$ cat src/rtl/assert_macros.svh
// Assertion helpers
`ifndef ASSERT_MACROS_SVH
`define ASSERT_MACROS_SVH

// Implication checked on every clock edge outside reset
`define ASSERT_IMPL(label, clk, rst_n, ante, cons, msg) \
    label: assert property (@(posedge clk) disable iff (!rst_n) (ante) |-> (cons)) \
        else $error(msg);

// Next-cycle implication
`define ASSERT_NEXT(label, clk, rst_n, ante, cons, msg) \
    label: assert property (@(posedge clk) disable iff (!rst_n) (ante) |=> (cons)) \
        else $error(msg);

`endif

$ cat src/rtl/tcrd_pkg.sv
package tcrd_pkg;

    typedef struct packed {
        logic [7:0] payload_byte;
        logic       payload_end;
    } t_in_item;

    typedef struct packed {
        logic [1:0]  status;
        logic [31:0] thread_id;
        logic        has_virtual_track;
        logic [31:0] virtual_track;
        logic [1:0]  record_kind;
        logic [63:0] frame;
        logic [63:0] begin_ticks;
        logic [63:0] end_ticks;
        logic [31:0] name_id;
        logic [1:0]  value_kind;
        logic [63:0] value_bits;
        logic        last;
    } t_out_item;

    typedef struct packed {
        logic [1:0] code_scope_complete;
        logic [1:0] code_counter;
        logic [1:0] code_instant;
        logic [7:0] kind_unsigned_varint;
        logic [7:0] kind_signed_zigzag;
        logic [7:0] kind_raw_double;
    } t_cfg;

    localparam logic [1:0] ST_EVENT    = 2'd0;
    localparam logic [1:0] ST_EARLY    = 2'd1;
    localparam logic [1:0] ST_OVERLONG = 2'd2;

    localparam logic [1:0] VK_NONE = 2'd0;
    localparam logic [1:0] VK_UNS  = 2'd1;
    localparam logic [1:0] VK_SGN  = 2'd2;
    localparam logic [1:0] VK_RAW  = 2'd3;

    localparam logic [2:0] REG_CODE_SCOPE   = 3'd0;
    localparam logic [2:0] REG_CODE_COUNTER = 3'd1;
    localparam logic [2:0] REG_CODE_INSTANT = 3'd2;
    localparam logic [2:0] REG_KIND_UNS     = 3'd3;
    localparam logic [2:0] REG_KIND_ZZ      = 3'd4;
    localparam logic [2:0] REG_KIND_RAW     = 3'd5;

    function automatic logic [63:0] unzigzag(input logic [63:0] e);
        unzigzag = (e >> 1) ^ {64{e[0]}};
    endfunction

endpackage

$ cat src/rtl/tcrd_back.sv
// Result queue: takes one or two results at a time, hands them out one at a time
module tcrd_back (
    input  logic                i_clk,
    input  logic                i_rst_n,
    input  logic                i_valid,
    output logic                o_ready,
    input  tcrd_pkg::t_out_item i_res0,
    input  tcrd_pkg::t_out_item i_res1,
    input  logic                i_two,
    output logic                o_valid,
    input  logic                i_ready,
    output tcrd_pkg::t_out_item o_item,
    output logic [2:0]          o_count
);
    tcrd_pkg::t_out_item r_q [4];
    logic [1:0] r_wp, r_rp;
    logic [2:0] r_cnt;
    logic       push, pop;

    assign o_ready = (r_cnt <= 3'd2);
    assign push = i_valid && o_ready;
    assign o_valid = (r_cnt != 3'd0);
    assign pop = o_valid && i_ready;
    assign o_item = r_q[r_rp];
    assign o_count = r_cnt;

    always_ff @(posedge i_clk) begin
        if (push) begin
            r_q[r_wp] <= i_res0;
            if (i_two) r_q[r_wp + 2'd1] <= i_res1;
        end
        if (!i_rst_n) begin
            r_wp <= '0; r_rp <= '0; r_cnt <= '0;
        end else begin
            if (push) r_wp <= r_wp + (i_two ? 2'd2 : 2'd1);
            if (pop) r_rp <= r_rp + 2'd1;
            r_cnt <= r_cnt + (push ? (i_two ? 3'd2 : 3'd1) : 3'd0) - (pop ? 3'd1 : 3'd0);
        end
    end
endmodule

$ cat config.mk
export PLATFORM = sky130hd
export DESIGN_NAME = tcrd_back
export DESIGN_NICKNAME = d
export VERILOG_FILES = /design/src/rtl/assert_macros.svh /design/src/rtl/tcrd_pkg.sv /design/src/rtl/tcrd_back.sv
export SDC_FILE = /design/constraint.sdc
export NUM_CORES = 2
export LEC_CHECK = 0
export BUFFER_PORTS_ARGS = -buffer_cell sky130_fd_sc_hd__buf_2
export CAP_MARGIN = 30
export CORE_AREA = 2 2 420 422
export CTS_BUF_LIST = sky130_fd_sc_hd__clkbuf_4 sky130_fd_sc_hd__clkbuf_8
export DETAILED_ROUTE_END_ITERATION = 10
export DIE_AREA = 0 0 422 424
export HOLD_SLACK_MARGIN = 0.02
export PLACE_DENSITY_LB_ADDON = 0.05
export SLEW_MARGIN = 20
export SYNTH_ARGS = -nofsm -noshare
export SYNTH_HDL_FRONTEND = slang
export SYNTH_SLANG_ARGS = --single-unit
$ cat constraint.sdc
create_clock -name i_clk -period 51.7 [get_ports i_clk]
set_input_delay 15.51 -clock i_clk [delete_from_list [all_inputs] [get_ports i_clk]]
set_output_delay 15.51 -clock i_clk [all_outputs]
set_load 0.01 [all_outputs]
==> results.json <==
{
  "ys_seq_area_frac": 0.6261,
  "synthesis.nets": 4269,
  "final_nets": 5471,
  "coreArea_um2": 175000,
  "synth_top_cell_area_share": 0.6235,
  "syn_avg_cell_area_um2": 19.60,
  "finalClockSkew_ns": 0.04853,
  "worst-path-max-fanout": 56,
  "drive_above_1_share": 0.5644,
  "cts_setup_buffers": 0,
  "layout_setup_ws_ns": 31.08,
  "min_period_ns": 20.62,
  "die_h_um": 424,
  "synth_cell_types": 35,
  "period_share": 0.3988,
  "root_buffer": "clkbuf_8",
  "worst_pin_slew_ns": 1.199,
  "power_density_nw_per_um2": 43.26,
  "switching_share": 0.3020,
  "yosysTopAreaCell": "edfxtp_1",
  "grt_pass1_vias": 41688,
  "pre_cts_slack_ns": 31.72,
  "leakagePower_nw": 28.87,
  "grt_max_degree": 130,
  "dp_cells": 6788,
  "hp-class": "reg2reg",
  "area_growth_pct": 19.03,
  "clockBufferDepth": 4,
  "syn-cell-area_um2": 69360,
  "cts.clk_slew.worst_paths_ns": 0.05,
  "maxSlewViolCount": 0,
  "cts_tree": "built",
  "cts.sinks": 1449,
  "reg2reg_from": "o_count[1]",
  "antenna_found_initial": 215,
  "grtUsageTotal": 0.2388,
  "first_pass_iters": 7,
  "cp-end-kind": "output pin",
  "path_class": "reg2out",
  "initial_core_util": 0.3964,
  "crit_required_ns": 36.19,
  "synth_area_leaders": "edfxtp_1 (62%), mux2_2 (14%), mux4_2 (12%)",
  "vias": 39895,
  "ys_seq_elements": 1449,
  "dieWidth_um": 422,
  "status": "complete, no violations",
  "synthCells": 3539,
  "postPlaceCellArea_um2": 77180,
  "rows": 154,
  "power_switching_mw": 1.078,
  "totalWireLength_um": 217900,
  "stdcell_count": 7327,
  "power_frac_clock": 0.304,
  "gp_congestion": 0.8265,
  "ys.warnings.count": 0,
  "arrival_ns": 5.11,
  "drv_cap": 0,
  "drc_errors": 0,
  "io_pins": 1090,
  "final_area_um2": 82560,
  "final_antenna_net_count": 0,
  "fin_util": 0.4719,
  "pwr-share-seq": 0.429,
  "max_clock_freq_mhz": 48.50,
  "fill_cells": 15490,
  "tns_ns": 0,
  "wire_per_inst_um": 29.74,
  "combPwrFrac": 0.267,
  "setup_viol": 0,
  "cts_hold_buf": 0,
  "rsz0062_at_grt": "false",
  "drtIter0Drc": 2497,
  "cts_resized": 0,
  "grt-ovfl-total": 0,
  "clock_latency_ns": 1.01,
  "vdd_ir_drop_max_uv": 29.59,
  "min_from": "r_rp[0]",
  "p_int_mw": 2.493,
  "vias_per_cell": 5.445,
  "slew-limit-headroom": 0.2008,
  "startpoint_type": "flip-flop",
  "cts_buffers": 288,
  "cts_htree_levels": 5,
  "design.die.area_um2": 178900,
  "hold_viol": 0,
  "port_buffers": 1089,
  "grt_pass1_wl_um": 309700,
  "dp_hpwl_um": 140100
}
## worst max-delay path, cell delays in order (launching register included)
cell	delay, ns
dfxtp_4	0.95
buf_4	0.89
buf_4	0.86
buf_4	0.41
buf_16	0.31
mux4_2	0.38
buf_2	0.16
## area by class of cell
cell class / instances / area [µm²] / area share
clock buffers: 392 / 4788 / 0.05800
diodes: 74 / 185.2 / 0.002243
well taps: 2340 / 2928 / 0.03546
inverters: 7 / 28.78 / 0.0003486
repair buffers: 1150 / 6163 / 0.07466
flip-flops and latches: 1449 / 43430 / 0.5261
clock inverters: 70 / 325.3 / 0.003940
multi-input cells: 1845 / 24710 / 0.2993
## cell families after synthesis
family / count (synthesis) / synth area share
AO/OA/AOI/OAI: 5 / 0.0005051
XOR/XNOR: 5 / 0.0006315
adder cells (fa/ha/maj): 5 / 0.001010
buffers and inverters: 245 / 0.01826
flip-flops: 1449 / 0.6261
multiplexers: 1801 / 0.3508
AND/OR/NAND/NOR: 29 / 0.002688
## power by group through the flow
stage / Sequential (mW) / Clock, mW / Combinational [mW]
after detailed placement: 1.56 / 0 / 0.966
after CTS: 1.54 / 1.12 / 0.969
after global routing: 1.54 / 1.17 / 1.01
after floorplan: 1.65 / 0 / 0.574
final: 1.53 / 1.09 / 0.952
after global placement: 1.56 / 0 / 0.963
## synth_stat cells
library cell	n
mux2i_1	1
nand2b_1	1
and2_1	2
dfxtp_1	9
buf_2	161
nor3b_1	1
and3_1	1
fa_1	1
a21o_1	1
nand3_2	2
buf_4	36
mux2_1	600
clkbuf_1	17
o21ai_0	1
buf_6	1
nor3_1	2
o311ai_0	1
a21oi_1	1
mux2_2	840
nand4_4	2
buf_1	23
or3_1	1
mux4_2	360
xor2_1	2
ha_1	4
nand3_1	3
and3b_1	1
nand2_1	2
xnor2_1	3
nor2_1	10
nor2b_1	1
inv_1	6
o31a_1	1
edfxtp_1	1440
inv_4	1
## sequential cells by signal (all words and copies together) (netlist names), named ones only
signal and flops:
r_q 1440, r_rp 2, o_count 3, r_wp 2
## routing by layer
| metal | part of all wire | global-route usage |
|---|---|---|
| met1 | 0.37 | 0.2783 |
| met3 | 0.066 | 0.06573 |
| met4 | 0.056 | 0.1318 |
| met5 | 0.0024 | 0 |
| met2 | 0.50 | 0.3993 |
## layout by cell type (no fill, tap or decap), types with 2 or more instances in the layout
cell type	Yosys	final
edfxtp_1	1440	1440
buf_16	0	4
clkinv_1	0	50
mux4_2	360	360
and2_1	2	2
dfxtp_4	0	2
xor2_1	2	2
buf_12	0	14
nand3_1	3	3
dfxtp_1	9	7
nand2_1	2	2
clkbuf_8	0	295
inv_1	6	6
clkinv_2	0	14
mux2_1	600	600
nor2_1	10	8
nor2_4	0	2
ha_1	4	4
clkbuf_4	0	97
buf_4	36	43
nand3_4	0	2
buf_2	161	1089
clkinvlp_4	0	5
xnor2_1	3	3
mux2_2	840	840
diode_2	0	74
nand4_4	2	2
## per-stage QoR
stage	hold WS, ns	power [mW]
after CTS	0.5449	3.626
after floorplan	0.4847	2.222
after global routing	0.5694	3.729
final	0.5347	3.571
after detailed placement	0.5240	2.524
after global placement	0.5085	2.521
## path summary, 6_finish.rpt
kind	to	slack, ns	depth (start not counted)
worst max-delay path	o_item[119]	31.08	6
worst min-delay path	r_rp[0]	0.53	2
worst min register to register	r_rp[0]	0.53	2
worst max register to register	r_q[2][265]	46.84	7
Power figures use the tool's default switching activity.
