==> config.mk <==
export PLATFORM = sky130hd
export DESIGN_NAME = tcrd_front
export DESIGN_NICKNAME = d
export VERILOG_FILES = /design/src/rtl/assert_macros.svh /design/src/rtl/tcrd_pkg.sv /design/src/rtl/tcrd_front.sv
export SDC_FILE = /design/constraint.sdc
export NUM_CORES = 2
export LEC_CHECK = 0
export CAP_MARGIN = 10
export CORE_ASPECT_RATIO = 0.8
export CORE_MARGIN = 2
export CORE_UTILIZATION = 45
export CTS_CLUSTER_SIZE = 24
export DETAILED_ROUTE_END_ITERATION = 16
export DONT_BUFFER_PORTS = 1
export PLACE_DENSITY = 0.61
export SLEW_MARGIN = 20
export SYNTH_ARGS = -nofsm -noshare
export SYNTH_HDL_FRONTEND = slang
export SYNTH_SLANG_ARGS = --single-unit
==> constraint.sdc <==
create_clock -name i_clk -period 25.5 [get_ports i_clk]
set_clock_uncertainty 0.15 [all_clocks]
set_input_delay 0 -clock i_clk [delete_from_list [all_inputs] [get_ports i_clk]]
set_output_delay 0 -clock i_clk [all_outputs]
set_load 0.02 [all_outputs]
==> src/rtl/assert_macros.svh <==
// Assertion helpers
`ifndef ASSERT_MACROS_SVH
`define ASSERT_MACROS_SVH

// Implication checked on every clock edge outside reset
`define ASSERT_IMPL(label, clk, rst_n, ante, cons, msg) \
    label: assert property (@(posedge clk) disable iff (!rst_n) (ante) |-> (cons)) \
        else $error(msg);

// Next-cycle implication
`define ASSERT_NEXT(label, clk, rst_n, ante, cons, msg) \
    label: assert property (@(posedge clk) disable iff (!rst_n) (ante) |=> (cons)) \
        else $error(msg);

`endif

==> src/rtl/tcrd_pkg.sv <==
package tcrd_pkg;

    typedef struct packed {
        logic [7:0] payload_byte;
        logic       payload_end;
    } t_in_item;

    typedef struct packed {
        logic [1:0]  status;
        logic [31:0] thread_id;
        logic        has_virtual_track;
        logic [31:0] virtual_track;
        logic [1:0]  record_kind;
        logic [63:0] frame;
        logic [63:0] begin_ticks;
        logic [63:0] end_ticks;
        logic [31:0] name_id;
        logic [1:0]  value_kind;
        logic [63:0] value_bits;
        logic        last;
    } t_out_item;

    typedef struct packed {
        logic [1:0] code_scope_complete;
        logic [1:0] code_counter;
        logic [1:0] code_instant;
        logic [7:0] kind_unsigned_varint;
        logic [7:0] kind_signed_zigzag;
        logic [7:0] kind_raw_double;
    } t_cfg;

    localparam logic [1:0] ST_EVENT    = 2'd0;
    localparam logic [1:0] ST_EARLY    = 2'd1;
    localparam logic [1:0] ST_OVERLONG = 2'd2;

    localparam logic [1:0] VK_NONE = 2'd0;
    localparam logic [1:0] VK_UNS  = 2'd1;
    localparam logic [1:0] VK_SGN  = 2'd2;
    localparam logic [1:0] VK_RAW  = 2'd3;

    localparam logic [2:0] REG_CODE_SCOPE   = 3'd0;
    localparam logic [2:0] REG_CODE_COUNTER = 3'd1;
    localparam logic [2:0] REG_CODE_INSTANT = 3'd2;
    localparam logic [2:0] REG_KIND_UNS     = 3'd3;
    localparam logic [2:0] REG_KIND_ZZ      = 3'd4;
    localparam logic [2:0] REG_KIND_RAW     = 3'd5;

    function automatic logic [63:0] unzigzag(input logic [63:0] e);
        unzigzag = (e >> 1) ^ {64{e[0]}};
    endfunction

endpackage

==> src/rtl/tcrd_front.sv <==
// Byte parser: header and record fields, produces zero, one or two results per byte
module tcrd_front (
    input  logic               i_clk,
    input  logic               i_rst_n,
    input  tcrd_pkg::t_cfg     i_cfg,
    input  logic               i_valid,
    output logic               o_ready,
    input  tcrd_pkg::t_in_item i_item,
    output logic               o_valid,
    input  logic               i_ready,
    output tcrd_pkg::t_out_item o_res0,
    output tcrd_pkg::t_out_item o_res1,
    output logic               o_two
);
    typedef enum logic [3:0] {
        PH_THREAD, PH_SEQ, PH_TIME, PH_BFRAME, PH_COUNT, PH_TAG, PH_VTRACK,
        PH_FRAME, PH_BEGIN, PH_NAME, PH_DUR, PH_KIND, PH_VUNS, PH_VZZ,
        PH_VRAW, PH_DONE
    } t_phase;

    t_phase      r_phase, n_phase;
    logic [63:0] r_acc, n_acc;
    logic [3:0]  r_cnt, n_cnt;
    logic [31:0] r_thread, n_thread;
    logic [63:0] r_tbase, n_tbase, r_fbase, n_fbase, r_left, n_left;
    logic [2:0]  r_tag, n_tag;
    logic [31:0] r_vtrack, n_vtrack, r_name, n_name;
    logic [63:0] r_frame, n_frame, r_begin, n_begin;
    logic        r_failed, n_failed;

    logic        r_valid, r_two;
    tcrd_pkg::t_out_item r_res0, r_res1;

    logic [7:0]  b;
    logic        fin;
    logic [63:0] acc_or, var_v, fix_v;
    logic [5:0]  sh;
    logic        vdone, vover, fdone;
    logic        ev, ovl, early;
    logic [63:0] ev_end, ev_vbits;
    logic [1:0]  ev_vk;
    logic        take;
    tcrd_pkg::t_out_item evr, st0, st1;

    assign b = i_item.payload_byte;
    assign fin = i_item.payload_end;
    assign o_ready = !r_valid || i_ready;
    assign take = i_valid && o_ready;

    always_comb begin
        sh = 6'((r_cnt * 7) & 63);
        var_v = r_acc | (64'(b[6:0]) << sh);
        fix_v = r_acc | (64'(b) << {r_cnt[2:0], 3'b000});
        vdone = !b[7];
        vover = b[7] && (r_cnt == 4'd9);
        fdone = (r_cnt[2:0] == 3'd7);
    end

    always_comb begin
        n_phase = r_phase; n_acc = r_acc; n_cnt = r_cnt; n_thread = r_thread;
        n_tbase = r_tbase; n_fbase = r_fbase; n_left = r_left; n_tag = r_tag;
        n_vtrack = r_vtrack; n_name = r_name; n_frame = r_frame;
        n_begin = r_begin; n_failed = r_failed;
        ev = 1'b0; ovl = 1'b0; ev_end = r_begin; ev_vk = tcrd_pkg::VK_NONE;
        ev_vbits = '0;
        if (!r_failed) begin
            unique case (r_phase)
                PH_THREAD, PH_SEQ, PH_BFRAME, PH_COUNT, PH_VTRACK, PH_FRAME,
                PH_BEGIN, PH_NAME, PH_DUR, PH_VUNS, PH_VZZ: begin
                    if (vdone) begin
                        n_acc = '0; n_cnt = '0;
                    end else begin
                        n_acc = var_v; n_cnt = r_cnt + 4'd1;
                        ovl = vover;
                    end
                end
                PH_TIME, PH_VRAW: begin
                    if (fdone) begin
                        n_acc = '0; n_cnt = '0;
                    end else begin
                        n_acc = fix_v; n_cnt = r_cnt + 4'd1;
                    end
                end
                default: ;
            endcase
            unique case (r_phase)
                PH_THREAD: if (vdone) begin
                    n_thread = var_v[31:0]; n_phase = PH_SEQ;
                end
                PH_SEQ: if (vdone) n_phase = PH_TIME;
                PH_TIME: if (fdone) begin
                    n_tbase = fix_v; n_phase = PH_BFRAME;
                end
                PH_BFRAME: if (vdone) begin
                    n_fbase = var_v; n_phase = PH_COUNT;
                end
                PH_COUNT: if (vdone) begin
                    n_left = var_v;
                    n_phase = (var_v != 0) ? PH_TAG : PH_DONE;
                end
                PH_TAG: begin
                    n_tag = b[2:0]; n_vtrack = '0;
                    n_phase = b[2] ? PH_VTRACK : PH_FRAME;
                end
                PH_VTRACK: if (vdone) begin
                    n_vtrack = var_v[31:0]; n_phase = PH_FRAME;
                end
                PH_FRAME: if (vdone) begin
                    n_frame = r_fbase + tcrd_pkg::unzigzag(var_v); n_phase = PH_BEGIN;
                end
                PH_BEGIN: if (vdone) begin
                    n_begin = r_tbase + var_v; n_phase = PH_NAME;
                end
                PH_NAME: if (vdone) begin
                    n_name = var_v[31:0];
                    if (r_tag[1:0] == i_cfg.code_scope_complete) n_phase = PH_DUR;
                    else if (r_tag[1:0] == i_cfg.code_counter) n_phase = PH_KIND;
                    else ev = 1'b1;
                end
                PH_DUR: if (vdone) begin
                    ev = 1'b1; ev_end = r_begin + var_v;
                end
                PH_KIND: begin
                    if (b == i_cfg.kind_unsigned_varint) n_phase = PH_VUNS;
                    else if (b == i_cfg.kind_signed_zigzag) n_phase = PH_VZZ;
                    else if (b == i_cfg.kind_raw_double) begin
                        n_phase = PH_VRAW; n_cnt = '0; n_acc = '0;
                    end else ev = 1'b1;
                end
                PH_VUNS: if (vdone) begin
                    ev = 1'b1; ev_vk = tcrd_pkg::VK_UNS; ev_vbits = var_v;
                end
                PH_VZZ: if (vdone) begin
                    ev = 1'b1; ev_vk = tcrd_pkg::VK_SGN;
                    ev_vbits = tcrd_pkg::unzigzag(var_v);
                end
                PH_VRAW: if (fdone) begin
                    ev = 1'b1; ev_vk = tcrd_pkg::VK_RAW; ev_vbits = fix_v;
                end
                PH_DONE: ;
                default: ;
            endcase
            if (ev) begin
                n_left = r_left - 64'd1;
                n_phase = (n_left != 0) ? PH_TAG : PH_DONE;
            end
            if (ovl) n_failed = 1'b1;
        end
        early = !r_failed && fin && !ovl && (n_phase != PH_DONE);
        if (fin) begin
            n_phase = PH_THREAD; n_acc = '0; n_cnt = '0; n_failed = 1'b0;
        end
    end

    always_comb begin
        evr = '0;
        evr.status = tcrd_pkg::ST_EVENT;
        evr.thread_id = r_thread;
        evr.has_virtual_track = r_tag[2];
        evr.virtual_track = r_vtrack;
        evr.record_kind = r_tag[1:0];
        evr.frame = r_frame;
        evr.begin_ticks = r_begin;
        evr.end_ticks = ev_end;
        evr.name_id = (r_phase == PH_NAME) ? var_v[31:0] : r_name;
        evr.value_kind = ev_vk;
        evr.value_bits = ev_vbits;
        st0 = '0;
        st0.status = ovl ? tcrd_pkg::ST_OVERLONG : tcrd_pkg::ST_EARLY;
        st0.last = 1'b1;
        st1 = st0;
        evr.last = !(ovl || early);
    end

    always_ff @(posedge i_clk) begin
        if (!i_rst_n) begin
            r_phase <= PH_THREAD; r_acc <= '0; r_cnt <= '0; r_thread <= '0;
            r_tbase <= '0; r_fbase <= '0; r_left <= '0; r_tag <= '0;
            r_vtrack <= '0; r_name <= '0; r_frame <= '0; r_begin <= '0;
            r_failed <= 1'b0; r_valid <= 1'b0; r_two <= 1'b0;
        end else begin
            if (take) begin
                r_phase <= n_phase; r_acc <= n_acc; r_cnt <= n_cnt;
                r_thread <= n_thread; r_tbase <= n_tbase; r_fbase <= n_fbase;
                r_left <= n_left; r_tag <= n_tag; r_vtrack <= n_vtrack;
                r_name <= n_name; r_frame <= n_frame; r_begin <= n_begin;
                r_failed <= n_failed;
                r_valid <= ev || ovl || early;
                r_two <= ev && (ovl || early);
                r_res0 <= ev ? evr : st0;
                r_res1 <= st1;
            end else if (i_ready) begin
                r_valid <= 1'b0;
            end
        end
    end

    assign o_valid = r_valid;
    assign o_two = r_two;
    assign o_res0 = r_res0;
    assign o_res1 = r_res1;
endmodule

==> metrics.md <==
| Metric | Value |
|---|---|
| Vias in the first global route | `39,400` |
| Max incr delay on CP | `0.80 ns` |
| P_leak | `24.0 nW` |
| Outcome | `finished clean` |
| Worst VDD drop | `0.0481 mV` |
| Total Wirelength | `189,000 um` |
| Hold path cells | `10` |
| CTS H-Tree Depth | `3` |
| Placer congestion estimate | `1.03` |
| Period Utilization, post-route | `35.9%` |
| Syn avg cell area | `8.85 um^2` |
| Reg2reg setup slack | `16.36 ns` |
| WS Path Type | `flip-flop to flip-flop` |
| First-pass GRT wire length | `270,000 um` |
| PnR worst setup slack | `16.36 ns` |
| Unrepaired setup endpoints after global routing | `false` |
| EDFF count, synth | `362` |
| Overall Power | `3.21 mW` |
| R2R Path End | `o_res0[159]$_SDFFCE_PN0P_` |
| Worst r2r path cells | `26` |
| F_max | `0.109 GHz` |
| Initial antenna violation count | `11` |
| Slew Limit Fails | `0` |
| Synth cell types | `94` |
| Final-report hold violation count | `0` |
| DRC | `0` |
| Final min period | `9.14 ns` |
| NumNets Final | `6,013` |
| CTS Sinks | `856` |
| PortBufs | `0` |
| Place WS | `16.60 ns` |
| Remaining global-route overflow | `0` |
| Layout Cells excl Fill | `7,389` |
| Required time of the critical path | `25.93 ns` |
| Post-Place Cell Area | `52,600 um^2` |
| Hold Startpoint | `i_cfg[6]` |
| Clock tree buffer depth | `3` |
| FP Rows | `112` |
| CTS buffer count | `92` |
| Synthesized instance count | `5,936` |
| Root Driver | `clkbuf_16` |
| Routed len/inst | `25.6 um` |
| Clock slew at reported path FFs | `0.06 ns` |
| Final setup viols | `0` |
| #FFs+latches synth | `856` |
| Most used DFF post-synth | `dfxtp_1` |
| Max FO, Critical Path | `55` |
| Mapped Area | `52,500 um^2` |
| Total track usage | `30.4%` |
| Relative slew slack | `15.5%` |
| CP Data Arrival Time | `9.57 ns` |
| Pre-antenna DRT Iters | `9` |
| Layout area overhead | `6.92%` |
| Die height | `310 um` |
| Die ar. | `119,000 um^2` |
| Post-synth ARST share | `0%` |
| Initial Util | `45.2%` |
| Post-DP HPWL | `133,000 um` |
| Dpl cells | `7,185` |
| Die X | `386 um` |
| Via count | `44,400` |
| Clock latency on the worst-skew pair | `0.75 ns` |
| Setup TNS | `0 ns` |
| Kind of end point of the critical path | `flip-flop` |
| Least-Margin Pin Slew | `1.26 ns` |
| I/O Pins | `766` |
| Drt first-iter violations | `4,994` |
| Worst r2r src | `r_cnt[1]$_SDFFE_PN0P_` |
| Type of the most critical hold path | `input pin to flip-flop` |
| Sequential element share of the synthesized area | `39.5%` |
| Vias/cell | `6.01` |
| MaxCap Viol Count | `0` |
| Layout cell share with drive strength beyond 1 | `6.69%` |
| Largest net degree at the start of global routing | `496` |
| Crit-path slowest cell | `xnor2_1` |
| CTS tree | `built` |
| Hold WS | `0.0719 ns` |
| Warnings from Yosys | `0` |
| Total core area | `116,000 um^2` |
| Routed Antenna Nets | `0` |
| Pwr dens | `57.2 nW/um^2` |
| Hold Path Sink | `r_phase[0]$_SDFFE_PN0P_` |
| Startpoint Class | `flip-flop` |
| Final core occ | `48.3%` |
| Setup repair bufs after CTS | `0` |
| Final instance area | `56,100 um^2` |
cell usage in the layout, fill, tap and decap left out, types with 138 or more instances in the layout:
master    Yosys  routed
and3_1      229     227
xnor2_1     164     164
edfxtp_1    362     362
a21o_1      144     143
ha_1        200     200
nor2_1      423     418
dfxtp_1     494     493
and2_1      145     144
o211a_1     138     138
conb_1        2     358
o21ai_0     468     468
a21oi_1     348     334
nand2_1     583     580
critical path: cells and delay by family, from the launching register on:
kind	cells	cell delay (ns)
compound gates	11	3.06
xor+xnor	1	0.80
fa+ha+maj	5	1.85
buf+inv	5	1.38
flops	1	0.45
simple gates	4	1.28
cell families (layout without fill, tap and decap cells):
kind of cell,count (synthesis),after routing,synth area share (%)
fa+ha+maj,207,207,5.03
simple gates,1921,1921,18.2
compound gates,1734,1734,22.3
other cells,2,365,0.0143
flops,856,856,39.5
xor+xnor,277,277,4.62
mux,80,80,1.59
buf+inv,859,410,8.75
how the worst max path moves through the flow:
stage | startpoint | endpoint | depth (start not counted)
final | r_cnt[1]$_SDFFE_PN0P_ | o_res0[159]$_SDFFCE_PN0P_ | 26
after global routing | r_cnt[1]$_SDFFE_PN0P_ | o_res0[159]$_SDFFCE_PN0P_ | 26
after CTS | r_cnt[1]$_SDFFE_PN0P_ | o_res0[159]$_SDFFCE_PN0P_ | 26
after detailed placement | r_cnt[1]$_SDFFE_PN0P_ | o_res0[159]$_SDFFCE_PN0P_ | 26
after global placement | r_cnt[1]$_SDFFE_PN0P_ | o_res0[159]$_SDFFCE_PN0P_ | 26
after floorplan | o_valid$_SDFFE_PN0P_ | o_res0[0]$_SDFFCE_PN1P_ | 2
metal layers:
metal	wire length (um)	up-vias	part of all wire (%)	global-route usage, %
li1	-	20600	-	-
met3	18600	343	9.9	8.55
met4	7830	0	4.1	12.6
met1	79600	21400	42	41.0
met5	0	-	0	0
met2	83000	2019	44	45.5
report_power, final:
group          switching [mW]  internal, mW
Combinational           0.203        0.0614
Sequential             0.0382          1.45
Clock                   0.620         0.838
final cells by class:
cell class,instances,area [um^2]
Fill cell,11000,60000
Multi-Input combinational cell,4577,28700
Sequential cell,856,20800
Clock buffer,115,2500
Tap cell,1539,1930
Timing Repair Buffer,126,1070
Clock inverter,59,771
Inverter,110,415
Antenna cell,7,17.5
state kept, by name (all words and copies together) (netlist names):
| signal | flops |
|---|---|
| r_begin | 64 |
| r_failed | 1 |
| r_frame | 64 |
| r_left | 64 |
| r_fbase | 64 |
| o_two | 1 |
| r_acc | 64 |
| r_name | 32 |
| o_res1 | 2 |
| r_tag | 3 |
| r_cnt | 4 |
| r_tbase | 64 |
| o_valid | 1 |
| r_vtrack | 32 |
| r_thread | 32 |
| r_phase | 4 |
| o_res0 | 360 |
what timing repair did:
action                     CTS  global route
hold buffers                18             2
hold endpoints to repair   604           185
setup endpoints to repair    0             0
gates resized for setup      0             0
synthesized netlist by cell type, types with 138 or more instances:
library cell    n  share of area (%)
and2_1        145                1.7
clkbuf_1      334                2.4
o211a_1       138                2.6
nor2_1        423                3.0
dfxtp_1       494                 19
ha_1          200                4.8
edfxtp_1      362                 21
and3_1        229                2.7
a21o_1        144                2.1
nand2_1       583                4.2
o21ai_0       468                4.5
buf_4         359                5.1
xnor2_1       164                2.7
a21oi_1       348                3.3
No activity file was read; power rests on OpenSTA's default activity.
